===== src/rtl/core/pvo_pkg.sv =====
`default_nettype none
package pvo_pkg;

    localparam int MAX_POINTS  = 64;
    localparam int COORD_WIDTH = 32;
    localparam int IDX_W       = $clog2(MAX_POINTS);
    localparam int CNT_W       = $clog2(MAX_POINTS + 1);
    localparam int SUM_W       = COORD_WIDTH + IDX_W;
    localparam int PROD_W      = COORD_WIDTH + CNT_W + 1;

    // input item
    typedef struct packed {
        logic signed [31:0] x_coord;
        logic signed [31:0] y_coord;
        logic               last_point;
    } point_t;

    // result item
    typedef struct packed {
        logic signed [31:0] out_x;
        logic signed [31:0] out_y;
        logic               out_last;
        logic               overflow;
    } result_t;

    // classified item handed from front to back
    typedef struct packed {
        logic signed [COORD_WIDTH-1:0] x;
        logic signed [COORD_WIDTH-1:0] y;
        logic                          keep;
        logic                          last;
        logic [CNT_W-1:0]              count;
        logic signed [SUM_W-1:0]       sum;
        logic                          dropped;
    } cmd_t;

endpackage
`default_nettype wire


===== src/rtl/core/pvo_front.sv =====
`default_nettype none
module pvo_front
    import pvo_pkg::*;
(
    input  wire logic   clk,
    input  wire logic   rst_n,
    input  wire logic   point_valid,
    output logic        point_stall,
    input  wire point_t point,
    input  wire logic   q_full,
    output logic        push,
    output cmd_t        cmd
);

    logic [CNT_W-1:0]        count_reg, count_next;
    logic signed [SUM_W-1:0] sum_reg, sum_next;
    logic                    drop_reg, drop_next;
    logic signed [COORD_WIDTH-1:0] x_val, y_val;

    assign point_stall = q_full;
    assign push        = point_valid && !q_full;
    assign x_val       = point.x_coord[COORD_WIDTH-1:0];
    assign y_val       = point.y_coord[COORD_WIDTH-1:0];

    // classify the point: store or drop, and running totals
    always_comb
    begin
        cmd.x       = x_val;
        cmd.y       = y_val;
        cmd.last    = point.last_point;
        cmd.keep    = (count_reg < CNT_W'(MAX_POINTS));
        cmd.count   = cmd.keep ? count_reg + CNT_W'(1) : count_reg;
        cmd.sum     = cmd.keep ? sum_reg + SUM_W'(y_val) : sum_reg;
        cmd.dropped = drop_reg || !cmd.keep;
        count_next  = count_reg;
        sum_next    = sum_reg;
        drop_next   = drop_reg;
        if (push)
        begin
            if (point.last_point)
            begin
                count_next = '0;
                sum_next   = '0;
                drop_next  = 1'b0;
            end
            else
            begin
                count_next = cmd.count;
                sum_next   = cmd.sum;
                drop_next  = cmd.dropped;
            end
        end
    end

    always_ff @(posedge clk or negedge rst_n)
    begin
        if (!rst_n)
        begin
            count_reg <= '0;
            sum_reg   <= '0;
            drop_reg  <= 1'b0;
        end
        else
        begin
            count_reg <= count_next;
            sum_reg   <= sum_next;
            drop_reg  <= drop_next;
        end
    end

endmodule
`default_nettype wire


===== config.mk =====
export PLATFORM = sky130hd
export DESIGN_NAME = pvo_front
export DESIGN_NICKNAME = d
export VERILOG_FILES = /design/src/rtl/core/pvo_pkg.sv /design/src/rtl/core/pvo_front.sv
export SDC_FILE = /design/constraint.sdc
export NUM_CORES = 1
export LEC_CHECK = 0
export ABC_CLOCK_PERIOD_IN_PS = 3000
export CAP_MARGIN = 25
export CORE_MARGIN = 8
export CORE_UTILIZATION = 45
export CTS_BUF_LIST = sky130_fd_sc_hd__clkbuf_16
export DETAILED_ROUTE_END_ITERATION = 10
export DONT_BUFFER_PORTS = 1
export HOLD_SLACK_MARGIN = 0.02
export PLACE_DENSITY_LB_ADDON = 0.08
export SYNTH_ARGS = -nofsm -noshare
export SYNTH_HDL_FRONTEND = slang
export SYNTH_SLANG_ARGS = --single-unit

===== constraint.sdc =====
create_clock -name clk -period 3 [get_ports clk]
set_clock_uncertainty 0.1 [all_clocks]
set_input_delay 0.3 -clock clk [delete_from_list [all_inputs] [get_ports clk]]
set_output_delay 0.3 -clock clk [all_outputs]
set_load 0.005 [all_outputs]

### Yosys cells after proc, flatten, opt, wreduce, memory -nomap -nowiden

Cells that the tools add are included.
W data, S select, Z words.

| cells by class | value |
|---|---|
| $add $sub $neg | 2 |
| order comparisons | 1 |
| mux-type cells | 5 |
| reductions and logical operators | 4 |

Operator list:

| cell | number |
|---|---|
| $mux W38 | 2 |
| $add A38 B32 Y38 | 1 |
| $mux W7 | 2 |
| $add A7 B1 Y7 const B | 1 |
| $lt A7 B7 Y1 const B | 1 |
| $logic_not A1 Y1 | 2 |
| $logic_and A1 B1 Y1 | 1 |
| $logic_or A1 B1 Y1 | 1 |
| $mux W1 | 1 |

| word-level totals | value |
|---|---|
| flip-flop bits (word level) | 46 |
| input port bits | 69 |
| logic and storage cells | 15 |

### Longest topological paths before layout

Gate-level depths: netlist of the first run.

| logic depth | value |
|---|---|
| depth after elaboration | 4 |
| mapped depth | 12 |

### Worst setup path after synthesis of the first run

No wires, ideal clock.

| path | value |
|---|---|
| path kind | register to output |
| start | register sum_reg[0] |
| end | output cmd[35] in the netlist's numbering |
| data arrival time | 2.630 ns |
| path slack | -0.030 ns |
| cell stages (with the launch flop) | 13 |
| path buffers | 0 |
| cells stage by stage | dfrtp_1 ha_1 inv_1 fa_1 nand2b_1 a21oi_1 nor2_1 o21ai_2 a21oi_1 or4b_1 a21oi_1 xnor2_1 o21ai_0 |

RTL lines:

| element | RTL line | text |
|---|---|---|
| start, declared | pvo_front.sv:16 | `logic signed [SUM_W-1:0] sum_reg, sum_next;` |
| start signal, assigned | pvo_front.sv:66 | `sum_reg <= sum_next;` |
| end, declared | pvo_front.sv:12 | `output cmd_t cmd` |

==> flow_summary.json, run 1 <==
{
  "path_buf_inv": 3,
  "firstDrtPassIters": 4,
  "total_power_mw": 5.85,
  "worstPathArrival_ns": 2.89,
  "crit_type": "flip-flop to output pin",
  "viasPerCell": 5.82,
  "crit_slowest_cell": "or4b_4",
  "cts_buffers": 5,
  "final.min_clock_period_ns": 3.29,
  "grt_pass1_vias": 4788,
  "cts_sinks": 46,
  "finalInstanceArea_um2": 6310,
  "avgSynthCellArea_um2": 8.06,
  "regArea_um2": 1150,
  "insertion_delay_ns": 0.30,
  "drc": 0,
  "syn_area_um2": 4790,
  "status": "complete, but fails checks",
  "io_pins": 183,
  "tightest_slew_ns": 0.685,
  "p_leak_nw": 2.81,
  "path_clk_slew_ns": 0.07,
  "hpwl_mm": 10.2,
  "rsz0062_at_grt": "true",
  "drive_gt1_share_pct": 39.0,
  "setup_viol": 20,
  "cap_viol_max_count": 0,
  "wl_per_cell_um": 19.4,
  "clock-root-buffer": "clkbuf_16",
  "pre_cts_ws_ns": -0.164,
  "vias": 4534,
  "gp_congestion": 0.895,
  "end_kind": "output pin",
  "grt_max_degree": 47,
  "hold_viol_final": 0,
  "yosysWarningCount": 0,
  "cpMostUsedCell": "buf_4",
  "fillers": 905,
  "slew_violations": 0,
  "final_util_pct": 61.1,
  "synth_fp_nets": 702,
  "die_x_um": 119,
  "netlist_instances": 594,
  "placed_area_um2": 5090,
  "io_buffers": 0,
  "wirelength_mm": 15.1,
  "drt_iter0_markers": 285,
  "rows": 37,
  "fmax_mhz": 304,
  "setup_slack_ns": -0.286,
  "antenna_found_initial": 0,
  "coreArea_um2": 10300,
  "r2r_setup_slack_ns": -0.02,
  "crit_chain": "ha_4 > buf_4 > nand2_1 > o21ai_1 > o311a_1 > buf_4 > a21o_1 > a21oi_2 > or4b_4 > nand2b_4 > xnor2_2 > o21ai_1 > buf_4",
  "die_area_um2": 14200,
  "vdd_drop_max_v": 0.000355,
  "critPathLaunchType": "flip-flop",
  "cp_slowest_stage_delay_ns": 0.57,
  "antenna_cells": 0,
  "cts_tree": "yes",
  "overflow": 0,
  "cp_max_fo": 7,
  "die_h_um": 119,
  "powerDensity_nw_per_um2": 927,
  "largest_reg_flops": 38,
  "ys_types": 67,
  "cp_top_family": "simple AND/OR/NAND/NOR gates",
  "ys_ff_latch": 46,
  "slew_headroom_pct": 54.0,
  "htreeDepth": 2,
  "cp.required_ns": 2.60,
  "violations": "setup timing",
  "start_util_pct": 46.4,
  "synth_edf_count": 0,
  "multi_input_area_um2": 3700,
  "synthArstFlopShare_pct": 100,
  "ant_nets": 0,
  "grt_use_total_pct": 20.7,
  "clk_path_buf_depth": 2,
  "final_nets": 750,
  "hold_path_class": "primary input to flip-flop",
  "ys.flop_type": "dfrtp_1",
  "grt_pass1_wl_mm": 24.2,
  "finalCritPeriodShare_pct": 110,
  "synthToLayoutAreaGrowth_pct": 31.8,
  "yosysSeqAreaShare_pct": 24.0
}
==> synthesized netlist by cell type, drive strengths merged, types with 2 or more instances <==
cell | n | area share [%]
nand4 | 10 | 1.3
inv | 11 | 0.86
nor2b | 2 | 0.26
ha | 38 | 9.9
a21oi | 35 | 3.7
o21ai | 67 | 7.2
or3 | 7 | 0.91
nor4 | 2 | 0.26
o311ai | 2 | 0.37
a21o | 17 | 2.7
and3 | 3 | 0.50
o21bai | 2 | 0.31
nor3 | 3 | 0.31
xor2 | 13 | 2.4
or4 | 3 | 0.47
and2 | 4 | 0.55
o221ai | 10 | 1.8
nor2 | 23 | 1.8
o21a | 7 | 1.3
o31ai | 6 | 0.94
nor3b | 2 | 0.31
a211oi | 4 | 0.63
dfrtp | 46 | 24
clkinv | 2 | 0.16
nand2b | 11 | 1.4
o2111ai | 3 | 0.55
nand2 | 76 | 6.0
a22o | 21 | 3.8
buf | 76 | 12
a41o | 2 | 0.44
xnor2 | 24 | 4.4
mux2 | 3 | 0.71
a31oi | 2 | 0.26
nand3 | 11 | 1.1
and4 | 3 | 0.55
clkbuf | 16 | 1.3
a41oi | 2 | 0.37
mux2i | 2 | 0.42
a31o | 2 | 0.37
o211ai | 2 | 0.31
or2 | 4 | 0.52
==> power by group <==
part	internal, mW	switching [mW]
clock network	0.314	0.278
registers	0.808	0.168
logic	2.29	1.99
==> layer usage <==
metal	vias to the layer above	global-route usage, %	share of wire [%]
met5	-	0	0
met4	0	6.25	1.2
met3	17	6.52	8.2
met2	140	34.5	48
met1	2177	24.8	43
li1	2200	-	-
==> per-stage QoR <==
step	hold slack (ns)	instances	TNS, ns
3_5_place_dp	-0.0931	735	-1.06
2_1_floorplan	-0.0956	594	0
4_1_cts	0.0328	769	-3.44
6_report	0.0439	779	-3.17
3_3_place_gp	-0.0933	735	-0.783
5_1_grt	0.0383	779	-6.28
==> cells by family (layout without fill, tap and decap cells) <==
group                      after synthesis  after routing  synth area share [%]
AOI/OAI and AO/OA                      194            194                  26.9
adders and majority gates               39             39                  10.4
buffers and inverters                  105            154                  13.8
xor gates and xnor gates                37             37                  6.77
DFF                                     46             46                  24.0
muxes                                    5              5                  1.12
and+or+nand+nor                        168            168                  17.0
==> final cells by class <==
cell class | count | area share [%]
Clock buffer | 5 | 1.98
Clock inverter | 3 | 0.397
Inverter | 13 | 0.773
Multi-Input combinational cell | 443 | 58.6
Sequential cell | 46 | 18.3
Tap cell | 136 | 2.70
Timing Repair Buffer | 133 | 17.3
==> path summary, 6_finish.rpt <==
path | start | to | depth (start not counted)
min reg2reg | sum_reg[27] | sum_reg[27] | 2
max in group asynchronous | rst_n | count_reg[6] | 2
max reg2reg | sum_reg[0] | sum_reg[16] | 15
max | sum_reg[15] | cmd[33] | 13
min | point[0] | sum_reg[32] | 1
min in group asynchronous | rst_n | sum_reg[9] | 2
==> cells in the final DEF (no fill, tap or decap), types with 4 or more instances in the layout <==
cell / Yosys / final
o31ai_1: 6 / 4
or3_1: 7 / 5
buf_4: 67 / 115
clkbuf_16: 0 / 5
a22o_1: 21 / 21
nor2_1: 23 / 19
nand4_1: 10 / 10
ha_4: 0 / 13
a21o_1: 17 / 17
o21a_1: 6 / 5
dfrtp_1: 46 / 45
nand2b_4: 0 / 6
buf_6: 1 / 14
a21oi_2: 1 / 7
inv_1: 11 / 10
ha_1: 38 / 24
xnor2_1: 24 / 14
xnor2_2: 0 / 10
nand3_1: 11 / 9
nand2_1: 76 / 76
o221ai_1: 10 / 9
nand2b_1: 11 / 4
o21ai_2: 2 / 7
a21oi_4: 0 / 6
xor2_1: 13 / 11
nor2_2: 0 / 4
o21ai_4: 0 / 5
o21ai_1: 4 / 23
a21oi_1: 34 / 22
o21ai_0: 61 / 32
==> repair_timing <==
| item | in CTS | in global routing |
|---|---|---|
| endpoints found under the setup margin | 30 | 30 |
| cloned | 0 | 0 |
| buffers inserted | 24 | 13 |
| gates resized for setup | 112 | 48 |
| hold buffers | 3 | 0 |
| pin swaps | 45 | 38 |
| hold endpoints to repair | 49 | 0 |
Power figures use the tool's default switching activity.
==> run 2, diff against run 1 <==
--- a/config.mk
+++ b/config.mk
@@ -15,3 +15,2 @@
 export HOLD_SLACK_MARGIN = 0.02
-export PLACE_DENSITY_LB_ADDON = 0.08
 export SYNTH_ARGS = -nofsm -noshare
==> constraint.sdc (replaced) <==
create_clock -name clk -period 3 [get_ports clk]
set_clock_uncertainty 0.1 [all_clocks]
set_input_delay 0.15 -clock clk [delete_from_list [all_inputs] [get_ports clk]]
set_output_delay 0.15 -clock clk [all_outputs]
set_load 0.005 [all_outputs]
==> run 2 against run 1 <==
Against the previous run:
- the flow still finishes with violations (setup timing)
- first-iteration DRC count is 26% lower
- combinational power is 24% lower
- sequential power hardly changed
- via count is 5.6% lower
- sequential share of layout area rose by 2.9 points
- global-route usage fell by 1.6 points
- critical path depth is the same
- register-to-register slack is essentially flat
- non-clock buffer count shrank 66
- power decreased by 16%
- final area shrank 14%
- sequential cell count unchanged
==> flow_summary.json, run 2 (same netlist as run 1, synthesis figures left out) <==
{
  "status": "complete, but fails checks",
  "violations": "setup timing",
  "final.min_clock_period_ns": 3.17,
  "die_h_um": 119,
  "firstDrtPassIters": 4,
  "grt_use_total_pct": 19.0,
  "slew_violations": 0,
  "crit_type": "flip-flop to output pin",
  "hold_path_class": "primary input to flip-flop",
  "worstPathArrival_ns": 2.92,
  "layout_common_cells": "nand2_1, buf_4, o21ai_0",
  "drc": 0,
  "viasPerCell": 6.00,
  "cp.required_ns": 2.75,
  "path_clk_slew_ns": 0.07,
  "end_kind": "output pin",
  "critPathLaunchType": "flip-flop",
  "htreeDepth": 2,
  "cap_viol_max_count": 0,
  "whs_ns": 0.0718,
  "gp_congestion": 0.854,
  "cp_max_fo": 2,
  "fmax_mhz": 316,
  "setup_viol": 14,
  "antenna_cells": 0,
  "overflow": 0,
  "dp.cells": 690,
  "antenna_found_initial": 0,
  "ant_nets": 0,
  "final_common_cell": "nand2_1",
  "fillers": 969,
  "wl_per_cell_um": 18.8,
  "die_area_um2": 14200,
  "largest_reg_flops": 38,
  "die_x_um": 119,
  "final_nets": 684,
  "start_util_pct": 46.4,
  "powerDensity_nw_per_um2": 901,
  "cts_tree": "yes",
  "crit_chain": "ha_2 > inv_2 > fa_2 > nand2b_4 > a21oi_4 > nor2_2 > o21ai_2 > a21oi_2 > or4b_4 > a21oi_4 > xnor2_2 > o21ai_1 > buf_4",
  "p_leak_nw": 2.35,
  "clk_path_buf_depth": 2,
  "slew_headroom_pct": 33.4,
  "cts_sinks": 46,
  "finalInstanceArea_um2": 5440,
  "drive_gt1_share_pct": 23.9,
  "cpMostUsedCell": "a21oi_4",
  "stdcell_count": 713,
  "tightest_slew_ns": 0.996,
  "grt_pass1_wl_mm": 22.4,
  "cp_slowest_stage_delay_ns": 0.56,
  "wirelength_mm": 13.4,
  "grt_max_degree": 56,
  "drt_iter0_markers": 211,
  "clock-root-buffer": "clkbuf_16",
  "vdd_drop_max_v": 0.000438,
  "placed_area_um2": 4740,
  "grt_pass1_vias": 4376,
  "hpwl_mm": 9.71,
  "vias": 4279,
  "synthToLayoutAreaGrowth_pct": 13.5,
  "coreArea_um2": 10300,
  "rsz0062_at_grt": "true",
  "rows": 37,
  "finalCritPeriodShare_pct": 106,
  "io_buffers": 0,
  "setup_slack_ns": -0.165,
  "hold_viol_final": 0,
  "io_pins": 183,
  "cts_buffers": 5,
  "crit_slowest_cell": "or4b_4",
  "insertion_delay_ns": 0.30
}
-- run 2: critical path, delay by kind of cell (launching register included) --
| family | cells | cell delay, ns |
|---|---|---|
| flops | 1 | 0.36 |
| fa+ha+maj | 2 | 0.52 |
| buf+inv | 2 | 0.19 |
| xor+xnor | 1 | 0.13 |
| compound gates | 5 | 0.66 |
| simple gates | 3 | 0.78 |
-- run 2: per-layer routing --
metal	GRT usage, %	vias up	share of wire [%]
met5	0	-	0
met4	4.43	0	0.97
met1	23.6	2068	43
met3	6.05	20	8.8
li1	-	2061	-
met2	31.5	130	47
-- run 2: timing repair --
item | in CTS | in global routing
hold endpoints to repair | 64 | 0
hold buffers | 3 | 0
pin swaps | 25 | 11
setup endpoints to repair | 20 | 25
gates resized for setup | 55 | 17
setup buffers | 9 | 3
-- run 2: path summary, 6_finish.rpt --
kind	cells past startpoint	slack, ns	end	from
max in group asynchronous	2	2.27	count_reg[6]	rst_n
min	2	0.07	count_reg[3]	point[0]
max	13	-0.17	cmd[35]	sum_reg[0]
min in group asynchronous	2	0.26	sum_reg[21]	rst_n
max reg2reg	18	-0.02	sum_reg[24]	sum_reg[0]
min reg2reg	2	0.42	sum_reg[32]	sum_reg[32]
-- run 2: cell type report --
| cell class | instances | area [um^2] | area share, % |
|---|---|---|---|
| Clock buffer | 5 | 125 | 2.30 |
| Clock inverter | 3 | 41.3 | 0.760 |
| Inverter | 13 | 48.8 | 0.898 |
| Multi-Input combinational cell | 443 | 3370 | 61.9 |
| Sequential cell | 46 | 1150 | 21.2 |
| Tap cell | 136 | 170 | 3.13 |
| Timing Repair Buffer | 67 | 532 | 9.78 |
-- run 2: where the power goes --
part	leakage, nW	switching [mW]	internal (mW)
Sequential	0.603	0.170	0.809
Clock	0.0812	0.264	0.391
Combinational	1.66	1.67	1.59
Total	2.35	2.10	2.79
-- run 2: per-stage QoR --
stage                      TNS (ns)  power [mW]  utilization (%)  setup WS, ns
after floorplan                   0        2.91                -         0.120
after global placement    -0.000516        3.70             45.9     -0.000516
after detailed placement     -0.129        3.74             45.9       -0.0488
after CTS                     -1.31        4.81             51.5        -0.223
after global routing          -4.12        5.33             52.6        -0.306
final                        -0.913        4.90             52.6        -0.165
