$ cat src/rtl/core/pvo_pkg.sv
`default_nettype none
package pvo_pkg;

    localparam int MAX_POINTS  = 64;
    localparam int COORD_WIDTH = 32;
    localparam int IDX_W       = $clog2(MAX_POINTS);
    localparam int CNT_W       = $clog2(MAX_POINTS + 1);
    localparam int SUM_W       = COORD_WIDTH + IDX_W;
    localparam int PROD_W      = COORD_WIDTH + CNT_W + 1;

    // input item
    typedef struct packed {
        logic signed [31:0] x_coord;
        logic signed [31:0] y_coord;
        logic               last_point;
    } point_t;

    // result item
    typedef struct packed {
        logic signed [31:0] out_x;
        logic signed [31:0] out_y;
        logic               out_last;
        logic               overflow;
    } result_t;

    // classified item handed from front to back
    typedef struct packed {
        logic signed [COORD_WIDTH-1:0] x;
        logic signed [COORD_WIDTH-1:0] y;
        logic                          keep;
        logic                          last;
        logic [CNT_W-1:0]              count;
        logic signed [SUM_W-1:0]       sum;
        logic                          dropped;
    } cmd_t;

endpackage
`default_nettype wire

$ cat src/rtl/core/pvo_queue.sv
`default_nettype none
module pvo_queue
    import pvo_pkg::*;
(
    input  wire logic clk,
    input  wire logic rst_n,
    input  wire logic push,
    input  wire cmd_t push_data,
    output logic      full,
    input  wire logic pop,
    output logic      not_empty,
    output cmd_t      head
);

    cmd_t       slot_reg [2];
    logic       wr_ptr_reg, rd_ptr_reg;
    logic [1:0] fill_reg;

    assign full      = (fill_reg == 2'd2);
    assign not_empty = (fill_reg != 2'd0);
    assign head      = slot_reg[rd_ptr_reg];

    // entry storage
    always_ff @(posedge clk)
    begin
        if (push)
            slot_reg[wr_ptr_reg] <= push_data;
    end

    // pointers and fill level
    always_ff @(posedge clk or negedge rst_n)
    begin
        if (!rst_n)
        begin
            wr_ptr_reg <= 1'b0;
            rd_ptr_reg <= 1'b0;
            fill_reg   <= 2'd0;
        end
        else
        begin
            if (push)
                wr_ptr_reg <= !wr_ptr_reg;
            if (pop)
                rd_ptr_reg <= !rd_ptr_reg;
            fill_reg <= fill_reg + 2'(push) - 2'(pop);
        end
    end

endmodule
`default_nettype wire

$ cat config.mk
export PLATFORM = sky130hd
export DESIGN_NAME = pvo_queue
export DESIGN_NICKNAME = d
export VERILOG_FILES = /design/src/rtl/core/pvo_pkg.sv /design/src/rtl/core/pvo_queue.sv
export SDC_FILE = /design/constraint.sdc
export NUM_CORES = 1
export LEC_CHECK = 0
export BUFFER_PORTS_ARGS = -buffer_cell sky130_fd_sc_hd__buf_4
export CAP_MARGIN = 0
export CELL_PAD_IN_SITES_DETAIL_PLACEMENT = 1
export CELL_PAD_IN_SITES_GLOBAL_PLACEMENT = 1
export CORE_MARGIN = 5
export CORE_UTILIZATION = 40
export CTS_CLUSTER_DIAMETER = 120
export DETAILED_ROUTE_END_ITERATION = 8
export PLACE_DENSITY_LB_ADDON = 0.1
export SLEW_MARGIN = 10
export SYNTH_ARGS = -nofsm -noshare
export SYNTH_HDL_FRONTEND = slang
export SYNTH_SLANG_ARGS = --single-unit
$ cat constraint.sdc
create_clock -name clk -period 6.3 [get_ports clk]
set_clock_uncertainty 0.15 [all_clocks]
set_input_delay 0.945 -clock clk [delete_from_list [all_inputs] [get_ports clk]]
set_output_delay 0.945 -clock clk [all_outputs]
set_load 0.02 [all_outputs]
* After elaboration in Yosys (flattened, before gate mapping)
Memory sizes are Yosys's and may differ from the RTL's. Cells that the tools add are included.
Storage, ports and cells: ROM bits 0, input bits 116, memories 1, output and inout bits 114, latch bits 0, word-level logic and storage cells 12, bits in writable memories 224, flip-flop bits (word level) 4
Memories:
- slot_reg | depth 2, bits a word 112, rd ports 1, clocked after memory_dff 0, wr ports 1, line pvo_queue.sv:15 | cmd_t slot_reg [2];
Operators by class: multiply operators 0, muxes and demuxes 2, reduce and logical (&&, ||, !) cells 3, bitwise operators 0, equal/unequal tests 1, shifts and indexed selects 0, divide/modulo/power cells 0, magnitude comparators 0, add/sub/neg operators 2
Operator list (number):
- 2-bit by 1-bit adder with 2-bit output | 1
- 2-bit equality test, second input constant | 1
- 1-bit logical NOT | 2
- 1-bit 2-to-1 mux | 2
- 2-bit nonzero test | 1
- 2-bit by 1-bit subtractor with 2-bit output | 1

* Depth between registers and ports, before layout
Gate-level depths: netlist of run 1.
word-level depth 2, gate-level depth with buffers 5, mapped depth without buffers 5

* Least setup slack after synthesis of run 1
Ideal clock, no wire load.
kind input to register, start point input port push, end point memory slot_reg[0][0] (netlist name) (enable), stages 1, path slack -257 ps, data arrival time 5810 ps, library setup time 597 ps, data required time 5553 ps, path buffers 0, cell sequence nor2b_1
Between the ends: word-level cells in the longest chain between the ends 2
RTL lines:
- from (decl) | line pvo_queue.sv:7 | input wire logic push,
- 1-bit 2-to-1 mux | line pvo_queue.sv:26 | if (push)
- 1-bit 2-to-1 mux (not written as such) | line pvo_queue.sv:27 | slot_reg[wr_ptr_reg] <= push_data;
- to (decl) | line pvo_queue.sv:15
No other way between the ends.

==> results of run 1 <==
## worst paths after layout
| path | from | end | slack (ns) | cells after the start |
|---|---|---|---|---|
| setup / recovery | rd_ptr_reg$_DFFE_PN0P_ | head[28] | 2.45 | 3 |
| hold / removal | rst_n | fill_reg[1]$_DFF_PN0_ | 0.07 | 1 |
| setup reg to reg | wr_ptr_reg$_DFFE_PN0P_ | slot_reg[1][96]$_DFFE_PP_ | 3.81 | 2 |
| hold reg to reg | wr_ptr_reg$_DFFE_PN0P_ | wr_ptr_reg$_DFFE_PN0P_ | 0.41 | 1 |
| max in group asynchronous | rst_n | rd_ptr_reg$_DFFE_PN0P_ | 5.80 | 1 |
| min in group clk | wr_ptr_reg$_DFFE_PN0P_ | wr_ptr_reg$_DFFE_PN0P_ | 0.41 | 1 |
## per-layer routing
layer  track usage (%)  share of wire [%]  vias up
li1                  -                  -     1939
met1             18.31                 40     2083
met2             24.20                 49      167
met3             5.227                9.8       21
met4             3.140                1.1        0
met5                 0                  0        -
## kinds of logic after synthesis
| family | share of synthesized area (%) |
|---|---|
| adders and majority gates | 0.2918 |
| xor gates and xnor gates | 0.4815 |
| muxes | 17.77 |
| buffers and inverters | 1.547 |
| and+or+nand+nor | 0.2919 |
| DFF | 79.61 |
## through the flow
step | setup slack (ns) | cells | power, mW | cell area [um2]
final | 2.446 | 904 | 5.447 | 11380
after detailed placement | 2.948 | 860 | 4.096 | 10560
after global placement | 2.981 | 860 | 4.061 | 10560
after floorplan | 1.846 | 364 | 3.405 | 8577
after CTS | 2.388 | 904 | 5.547 | 11380
after global routing | 2.301 | 904 | 5.712 | 11380
## power breakdown
group / leakage (nW) / internal [mW] / switching (mW) / total (mW)
clock network: 0.405 / 0.880 / 0.547 / 1.43
logic: 1.93 / 0.901 / 0.948 / 1.85
registers: 2.15 / 2.02 / 0.153 / 2.17
total: 4.48 / 3.80 / 1.65 / 5.45
## cells in the final DEF, fill, tap and decap left out, types with 2 or more instances in the layout
| cell type | synthesis | final |
|---|---|---|
| clkbuf_8 | 0 | 2 |
| mux2_2 | 42 | 42 |
| xor2_1 | 2 | 2 |
| inv_1 | 2 | 2 |
| ha_1 | 2 | 2 |
| clkbuf_1 | 0 | 6 |
| clkinv_1 | 0 | 2 |
| edfxtp_1 | 224 | 224 |
| dfrtp_1 | 4 | 3 |
| bufinv_16 | 0 | 2 |
| clkbuf_16 | 0 | 27 |
| clkinv_2 | 0 | 5 |
| mux2_4 | 70 | 70 |
| buf_4 | 0 | 234 |
## final cells by class
class,instances,area share (%)
Inverter,2,0.06596
Multi-Input combinational cell,121,14.28
Tap cell,275,3.023
Clock inverter,9,0.8135
Clock buffer,35,6.376
Timing Repair Buffer,234,15.43
Sequential cell,228,60.01
==> impl_metrics.env, run 1 <==
export IMPL_synth_async_reset_ratio_pct=1.754
export IMPL_relSlewSlack_pct=42.26
export IMPL_drive_above_1_share_pct=61.37
export IMPL_outcome="finished, final reports clean"
export IMPL_ys_seq_area_share_pct=79.61
export IMPL_rsz0062_at_grt="false"
export IMPL_antenna_left=0
export IMPL_clk_pin_slew_worst_paths_ns=0.06
export IMPL_grt_max_degree=60
export IMPL_slew_violations=0
export IMPL_max_cap_violations=0
export IMPL_required_ns=5.20
export IMPL_postCtsResizedCells=0
export IMPL_ys_seq_elements=228
export IMPL_grt_antenna_before_repair=0
export IMPL_synthFlopType="edfxtp_1"
export IMPL_multiInputGateArea_um2=1625
export IMPL_drc=0
export IMPL_synthTopCellsByArea="edfxtp_1 (78%), mux2_4 (12%), mux2_2 (5.5%)"
export IMPL_critPathTopFamily="flip-flops"
export IMPL_max_freq_mhz=259.5
export IMPL_netlist_area_um2=8574
export IMPL_die_area_um2=24460
export IMPL_synth_top_cell_area_share_pct=78.45
export IMPL_finalCritPeriodShare_pct=61.17
export IMPL_viasPerCell=4.657
export IMPL_wl_mm=18.46
export IMPL_cp_cell_sequence="buf_4, mux2_2, buf_4"
export IMPL_place_port_buffers=229
export IMPL_ir_worst_vdd_mv=0.3450
export IMPL_area_growth_pct=32.75
export IMPL_grtUsageTotal_pct=14.50
export IMPL_clock_path_buffers=3
export IMPL_worstSetupPathType="reg -> out"
export IMPL_tritoncts="yes"
export IMPL_grt_ovfl_total=0
export IMPL_cts_htree_levels=1
export IMPL_synth_avg_cell_area_um2=23.56
export IMPL_diodes=0
export IMPL_hold_buffers=0
export IMPL_seq_area_um2=6830
export IMPL_fill_cells=1910
export IMPL_synth_edf_count=224
export IMPL_critPathLaunchType="flop"
export IMPL_drt_first_pass_iters=4
export IMPL_fin_util_pct=53.98
export IMPL_setup_viol=0
export IMPL_crit_buf_inv=2
export IMPL_die_y_um=156.4
export IMPL_synth_area_leader_cell="edfxtp_1"
export IMPL_synthTopCellsByCount="edfxtp_1 (224), mux2_4 (70), mux2_2 (42), buf_6 (8)"
export IMPL_cts_sinks=228
export IMPL_synth_warnings=0
export IMPL_path_max_fanout=54
export IMPL_fin_nets=731
export IMPL_grt_pass1_wl_mm=27.20
export IMPL_num_rows=53
export IMPL_cp_common_cell="buf_4"
export IMPL_timing_hold_ws_ns=0.07441
export IMPL_synthesis_nets=482
export IMPL_fin_tns_setup_ns=0
export IMPL_slowest_delay_ns=0.99
export IMPL_powerDensity_nw_per_um2=478.5
export IMPL_drtIter0Drc=195
export IMPL_vias=4210
export IMPL_cp_arrival_ns=2.76
export IMPL_worstSkewPairLatency_ns=0.51
export IMPL_finalHoldViolations=0
export IMPL_power_leakage_nw=4.484
export IMPL_syn_inst=364
export IMPL_cts_setup_buffers=0
export IMPL_dpl_hpwl_mm=12.44
export IMPL_start_util_pct=40.66
export IMPL_largest_register_ffs=224
export IMPL_worstSetupEndpointType="output pin"
export IMPL_synth_most_common_cell="edfxtp_1"
export IMPL_place_congestion=0.7317
export IMPL_holdCritPathClass="in -> async"
export IMPL_cts_buffers=26
export IMPL_cpMaxStageDelayCell="dfrtp_4"
export IMPL_worstMarginPinSlew_ns=0.8660
export IMPL_fin_crit_ns=3.854
export IMPL_ys_types=14
export IMPL_io_pins=230
export IMPL_grt_pass1_vias=4831
export IMPL_core_region_area_um2=21090
export IMPL_fp_dieW_um=156.4
export IMPL_wl_per_cell_um=20.42
export IMPL_cts_root_buf="clkbuf_16"
Note: power is estimated with default switching activity, not from simulation.
==> run 2, diff against run 1 <==
Clock period 6.3 ns to 3.4 ns, I/O delays scaled along.
==> impl_metrics.env, run 2 (synthesized netlist as in run 1, its figures left out) <==
export IMPL_outcome="finished, final reports clean"
export IMPL_powerDensity_nw_per_um2=861.0
export IMPL_cp_arrival_ns=1.89
export IMPL_max_freq_mhz=392.6
export IMPL_relSlewSlack_pct=58.39
export IMPL_critPathLaunchType="flop"
export IMPL_worstMarginPinSlew_ns=0.6242
export IMPL_worst_r2r_path_depth=2
export IMPL_setup_viol=0
export IMPL_fin_util_pct=54.11
export IMPL_worstSetupEndpointType="output pin"
export IMPL_crit_cells=3
export IMPL_cts_sinks=228
export IMPL_holdCritPathClass="in -> reg"
export IMPL_worstSetupPathType="reg -> out"
export IMPL_grt_max_degree=69
export IMPL_drc=0
export IMPL_area_growth_pct=33.08
export IMPL_clock_path_buffers=3
export IMPL_worstSkewPairLatency_ns=0.52
export IMPL_drt_first_pass_iters=6
export IMPL_drive_above_1_share_pct=60.03
export IMPL_worstReg2RegStart="wr_ptr_reg$_DFFE_PN0P_"
export IMPL_io_pins=230
export IMPL_cts_root_buf="clkbuf_16"
export IMPL_die_area_um2=24460
export IMPL_wl_per_cell_um=19.18
export IMPL_die_y_um=156.4
export IMPL_wl_mm=17.52
export IMPL_cp_cell_sequence="buf_12, mux2_4, buf_4"
export IMPL_timing_reg2reg_setup_slack_ns=1.48
export IMPL_dpl_hpwl_mm=11.63
export IMPL_ir_worst_vdd_mv=0.5449
export IMPL_critical_path_startpoint="rd_ptr_reg$_DFFE_PN0P_"
export IMPL_r2r_end="slot_reg[0][64]$_DFFE_PP_"
export IMPL_grtUsageTotal_pct=13.62
export IMPL_clkPwrFrac_pct=23.9
export IMPL_diodes=0
export IMPL_tritoncts="yes"
export IMPL_cts_buffers=25
export IMPL_fin_nets=739
export IMPL_place_port_buffers=229
export IMPL_num_rows=53
export IMPL_max_cap_violations=0
export IMPL_internal_power_mw=6.799
export IMPL_vias=4259
export IMPL_slew_violations=0
export IMPL_fin_crit_ns=2.547
export IMPL_fp_dieW_um=156.4
export IMPL_grt_ovfl_total=0
export IMPL_critPathCapture="head[44]"
export IMPL_finalHoldViolations=0
export IMPL_antenna_left=0
export IMPL_grt_pass1_vias=4540
export IMPL_final_cell_mix="buf_4 (231), edfxtp_1 (224), mux2_4 (70)"
export IMPL_critPathTopFamily="buffers and inverters"
export IMPL_grt_antenna_before_repair=0
export IMPL_power_leakage_nw=4.487
export IMPL_cts_htree_levels=1
export IMPL_multiInputGateArea_um2=1625
export IMPL_largest_register_ffs=224
export IMPL_finalCritPeriodShare_pct=74.91
export IMPL_viasPerCell=4.665
export IMPL_grt_pass1_wl_mm=25.70
export IMPL_seq_area_um2=6830
export IMPL_core_region_area_um2=21090
export IMPL_final_common_cell="buf_4"
export IMPL_crit_buf_inv=2
export IMPL_seqPwrFrac_pct=39.4
export IMPL_path_max_fanout=57
export IMPL_fill_cells=1954
export IMPL_slowest_delay_ns=0.44
export IMPL_p_comb_share_pct=36.7
export IMPL_swShare_pct=30.80
export IMPL_cpMaxStageDelayCell="dfrtp_4"
export IMPL_rsz0062_at_grt="false"
export IMPL_drtIter0Drc=166
export IMPL_required_ns=2.74
export IMPL_fin_tns_setup_ns=0
export IMPL_clk_pin_slew_worst_paths_ns=0.06
export IMPL_p_sw_mw=3.026
export IMPL_start_util_pct=40.66
export IMPL_place_congestion=0.7125
==> run 2: repair_timing <==
item / CTS / global route
buffers inserted: 0 / 0
resized for setup: 0 / 0
hold buffers: 3 / 5
hold endpoints to repair: 8 / 7
==> run 2: how the worst min path moves through the flow <==
| stage | slack, ns | from | end | depth (start not counted) |
|---|---|---|---|---|
| after global placement | 0.16 | rst_n | wr_ptr_reg$_DFFE_PN0P_ | 1 |
| after detailed placement | 0.16 | rst_n | wr_ptr_reg$_DFFE_PN0P_ | 1 |
| after floorplan | 0.06 | rst_n | fill_reg[0]$_DFF_PN0_ | 0 |
| after CTS | 0.0001 | push_data[27] | slot_reg[1][27]$_DFFE_PP_ | 1 |
| final | 0.02 | push_data[7] | slot_reg[0][7]$_DFFE_PP_ | 1 |
| after global routing | 0.00007 | push_data[55] | slot_reg[1][55]$_DFFE_PP_ | 1 |
==> run 2: cell type report <==
| type | instances | share of cell area, % |
|---|---|---|
| Clock inverter | 13 | 0.5373 |
| Timing Repair Buffer | 243 | 16.60 |
| Clock buffer | 31 | 5.680 |
| Multi-Input combinational cell | 121 | 14.24 |
| Sequential cell | 228 | 59.86 |
| Inverter | 2 | 0.06579 |
| Tap cell | 275 | 3.015 |
==> run 2: worst reg2reg max path, delay by kind of cell (launching register included) <==
family / cells / cell delay [ns]
buffers and inverters: 1 / 0.48
and+or+nand+nor: 1 / 0.48
DFF: 1 / 0.43
==> run 2: through the flow <==
step	power [mW]	hold WS [ns]	setup slack, ns	std cells	instance area [um2]
floorplan	6.279	0.06441	0.6220	364	8583
global placement	7.555	0.1645	1.316	861	10620
detailed placement	7.607	0.1648	1.226	861	10620
CTS	10.01	0.0001405	0.8148	908	11360
global route	10.30	0.00006689	0.7827	913	11410
finish	9.824	0.02185	0.8530	913	11410
==> run 2: layer usage <==
layer	vias up	track usage, %	share of wire (%)
met5	-	0	0
met4	0	3.843	2.1
met3	29	4.950	9.7
met2	168	22.57	49
met1	2098	16.94	40
li1	1964	-	-
==> run 2: power by group through the flow <==
stage | Sequential, mW | Combinational [mW] | Clock, mW
floorplan | 3.90 | 2.38 | 0
global placement | 3.90 | 3.66 | 0
detailed placement | 3.94 | 3.67 | 0
CTS | 3.88 | 3.68 | 2.44
global route | 3.91 | 3.82 | 2.57
finish | 3.87 | 3.60 | 2.35
==> run 3, diff against run 2 <==
Settings changed: ABC_AREA from default to 1, CORE_UTILIZATION 40 to 42.
Clock period 3.4 ns to 2.4 ns, I/O delays scaled along.
==> impl_metrics.env, run 3 <==
export IMPL_worstReg2RegStart="wr_ptr_reg$_DFFE_PN0P_"
export IMPL_dpl_instance_area_um2=10740
export IMPL_drive_above_1_share_pct=32.45
export IMPL_place_port_buffers=229
export IMPL_cts_htree_levels=1
export IMPL_die_y_um=154.0
export IMPL_final_cell_mix="buf_4 (232), edfxtp_1 (224), inv_1 (118), nand2_1 (118), dlygate4sd3_1 (115)"
export IMPL_grt_pass1_vias=6464
export IMPL_dpl_hpwl_mm=13.87
export IMPL_powerDensity_nw_per_um2=1176
export IMPL_start_util_pct=42.90
export IMPL_viasPerCell=4.634
export IMPL_area_growth_pct=45.63
export IMPL_synthAdderAreaFrac_pct=0.2874
export IMPL_wl_mm=22.27
export IMPL_drc=0
export IMPL_grt_max_degree=64
export IMPL_place_congestion=0.7359
export IMPL_fp_dieW_um=154.0
export IMPL_critical_path_startpoint="rd_ptr_reg$_DFFE_PN0P_"
export IMPL_r2r_end="slot_reg[1][32]$_DFFE_PP_"
export IMPL_vias=5825
export IMPL_dp_cells=1094
export IMPL_synthSimpleGateAreaFrac_pct=5.273
export IMPL_largest_register_ffs=224
export IMPL_synth_top_family_by_area="compound AO/OA/AOI/OAI gates"
export IMPL_finalCritPeriodShare_pct=96.29
export IMPL_grt_ovfl_total=0
export IMPL_path_max_fanout=47
export IMPL_fin_crit_ns=2.311
export IMPL_cp_cell_sequence="buf_12, buf_6, o21ai_1, buf_4"
export IMPL_max_freq_mhz=432.7
export IMPL_cpMaxStageDelayCell="dfrtp_4"
export IMPL_synth_avg_cell_area_um2=14.28
export IMPL_setup_viol=0
export IMPL_synth_top_cell_area_share_pct=77.24
export IMPL_worstMarginPinSlew_ns=0.3589
export IMPL_grtUsageTotal_pct=18.20
export IMPL_num_rows=52
export IMPL_synthTopCellsByCount="edfxtp_1 (224), inv_1 (119), nand2_1 (119), o21ai_0 (65), o21ai_2 (40)"
export IMPL_final_common_cell="buf_4"
export IMPL_synth_edf_count=224
export IMPL_multiInputGateArea_um2=1222
export IMPL_outcome="finished, final reports clean"
export IMPL_cts_buffers=25
export IMPL_syn_inst=610
export IMPL_power_leakage_nw=5.333
export IMPL_fin_nets=1086
export IMPL_holdCritPathClass="in -> async"
export IMPL_drt_first_pass_iters=4
export IMPL_netlist_area_um2=8708
export IMPL_slew_violations=0
export IMPL_die_area_um2=23710
export IMPL_synthFlopType="edfxtp_1"
export IMPL_relSlewSlack_pct=76.07
export IMPL_worstSetupPathType="reg -> out"
export IMPL_ys_seq_elements=228
export IMPL_max_cap_violations=0
export IMPL_worstSetupEndpointType="output pin"
export IMPL_synth_async_reset_ratio_pct=1.754
export IMPL_synth_xor_area_share_pct=0.2011
export IMPL_finalNonFillerCells=1257
export IMPL_cp_arrival_ns=1.80
export IMPL_worst_r2r_path_depth=3
export IMPL_timing_reg2reg_setup_slack_ns=0.91
export IMPL_seq_area_um2=6830
export IMPL_critPathLaunchType="flop"
export IMPL_slowest_delay_ns=0.53
export IMPL_fin_area_um2=12680
export IMPL_fill_cells=1994
export IMPL_io_pins=230
export IMPL_synthesis_nets=728
export IMPL_clk_pin_slew_worst_paths_ns=0.06
export IMPL_wl_per_cell_um=17.71
export IMPL_tritoncts="yes"
export IMPL_cts_root_buf="clkbuf_16"
export IMPL_required_ns=1.89
export IMPL_cts_sinks=228
export IMPL_drtIter0Drc=218
export IMPL_antenna_left=0
export IMPL_synthTopCellsByArea="edfxtp_1 (77%), inv_1 (5.1%), nand2_1 (5.1%)"
export IMPL_grt_pass1_wl_mm=34.51
export IMPL_synth_most_common_cell="edfxtp_1"
export IMPL_synth_compound_area_share_pct=8.161
export IMPL_worstSkewPairLatency_ns=0.49
export IMPL_synth_area_leader_cell="edfxtp_1"
export IMPL_clock_path_buffers=3
export IMPL_core_region_area_um2=20300
export IMPL_synth_warnings=0
export IMPL_grt_antenna_before_repair=1
export IMPL_synth_mux_area_share_pct=0
export IMPL_finalHoldViolations=0
export IMPL_ys_seq_area_share_pct=78.39
export IMPL_ys_types=16
export IMPL_ir_worst_vdd_mv=0.9162
export IMPL_critPathCapture="head[33]"
==> run 3: cell count changes in the layout (fill, tap and decap cells not counted), moves of 2 or more <==
cell	previous run	this run
buf_12	4	8
bufinv_16	0	2
clkinvlp_4	0	3
dlygate4sd3_1	8	115
inv_1	2	118
mux2_2	42	0
mux2_4	70	0
nand2_1	0	118
o21ai_0	0	58
o21ai_1	0	14
o21ai_2	0	40
==> run 3: worst max-delay path, delay by kind of cell, from the launching register on <==
kind	cells	cell delay, ns
buf+inv	3	0.55
compound gates	1	0.20
flops	1	0.53
==> run 3: cell families after synthesis <==
logic type | Yosys count
simple gates | 122
flops | 228
xor+xnor | 2
buf+inv | 144
compound gates | 112
fa+ha+maj | 2
==> run 3: area by class of cell <==
type | count | area share (%)
Clock buffer | 30 | 5.081
Tap cell | 270 | 2.664
Inverter | 119 | 3.552
Multi-Input combinational cell | 238 | 9.639
Timing Repair Buffer | 356 | 24.16
Sequential cell | 228 | 53.86
Antenna cell | 1 | 0.01973
Clock inverter | 15 | 1.026
==> run 3: layer usage <==
| metal | vias to the layer above | wire [um] | global-route usage [%] |
|---|---|---|---|
| li1 | 2780 | - | - |
| met2 | 189 | 11860 | 33.51 |
| met4 | 0 | 481 | 4.920 |
| met5 | - | 0 | 0 |
| met3 | 39 | 1630 | 4.722 |
| met1 | 2817 | 8290 | 20.94 |
==> run 3: worst min path at each step <==
stage | startpoint | to | slack [ns] | cells past startpoint
floorplan | rst_n | fill_reg[0]$_DFF_PN0_ | -0.09 | 0
global placement | rst_n | fill_reg[1]$_DFF_PN0_ | 0.01 | 1
detailed placement | rst_n | rd_ptr_reg$_DFFE_PN0P_ | 0.01 | 1
CTS | rst_n | fill_reg[0]$_DFF_PN0_ | 0.05 | 2
global route | rst_n | fill_reg[0]$_DFF_PN0_ | 0.06 | 2
finish | rst_n | fill_reg[0]$_DFF_PN0_ | 0.06 | 2
==> run 3: power breakdown <==
part           total, mW  internal [mW]  switching (mW)
Combinational       5.76           2.18            3.58
Sequential          5.51           5.29           0.227
Clock               3.63           2.13            1.50
==> run 3: per-stage QoR <==
| step | utilization, % | hold WS [ns] | setup WS, ns | power (mW) | TNS, ns |
|---|---|---|---|---|---|
| 5_1_grt | 62.48 | 0.05905 | -0.001928 | 15.70 | -0.003240 |
| 2_1_floorplan | - | -0.08559 | -0.2827 | 8.869 | -59.94 |
| 3_3_place_gp | 52.88 | 0.01074 | 0.5581 | 10.97 | 0 |
| 6_report | 62.48 | 0.05903 | 0.08902 | 14.91 | 0 |
| 4_1_cts | 62.44 | 0.04655 | 0.01167 | 15.03 | 0 |
| 3_5_place_dp | 52.88 | 0.01140 | 0.4815 | 11.16 | 0 |
==> run 3: timing repair <==
action / in CTS / in global routing
setup endpoints to repair: 7 / 11
resized for setup: 0 / 8
hold buffers: 115 / 0
buffers inserted: 2 / 0
endpoints found under the hold margin: 231 / 0
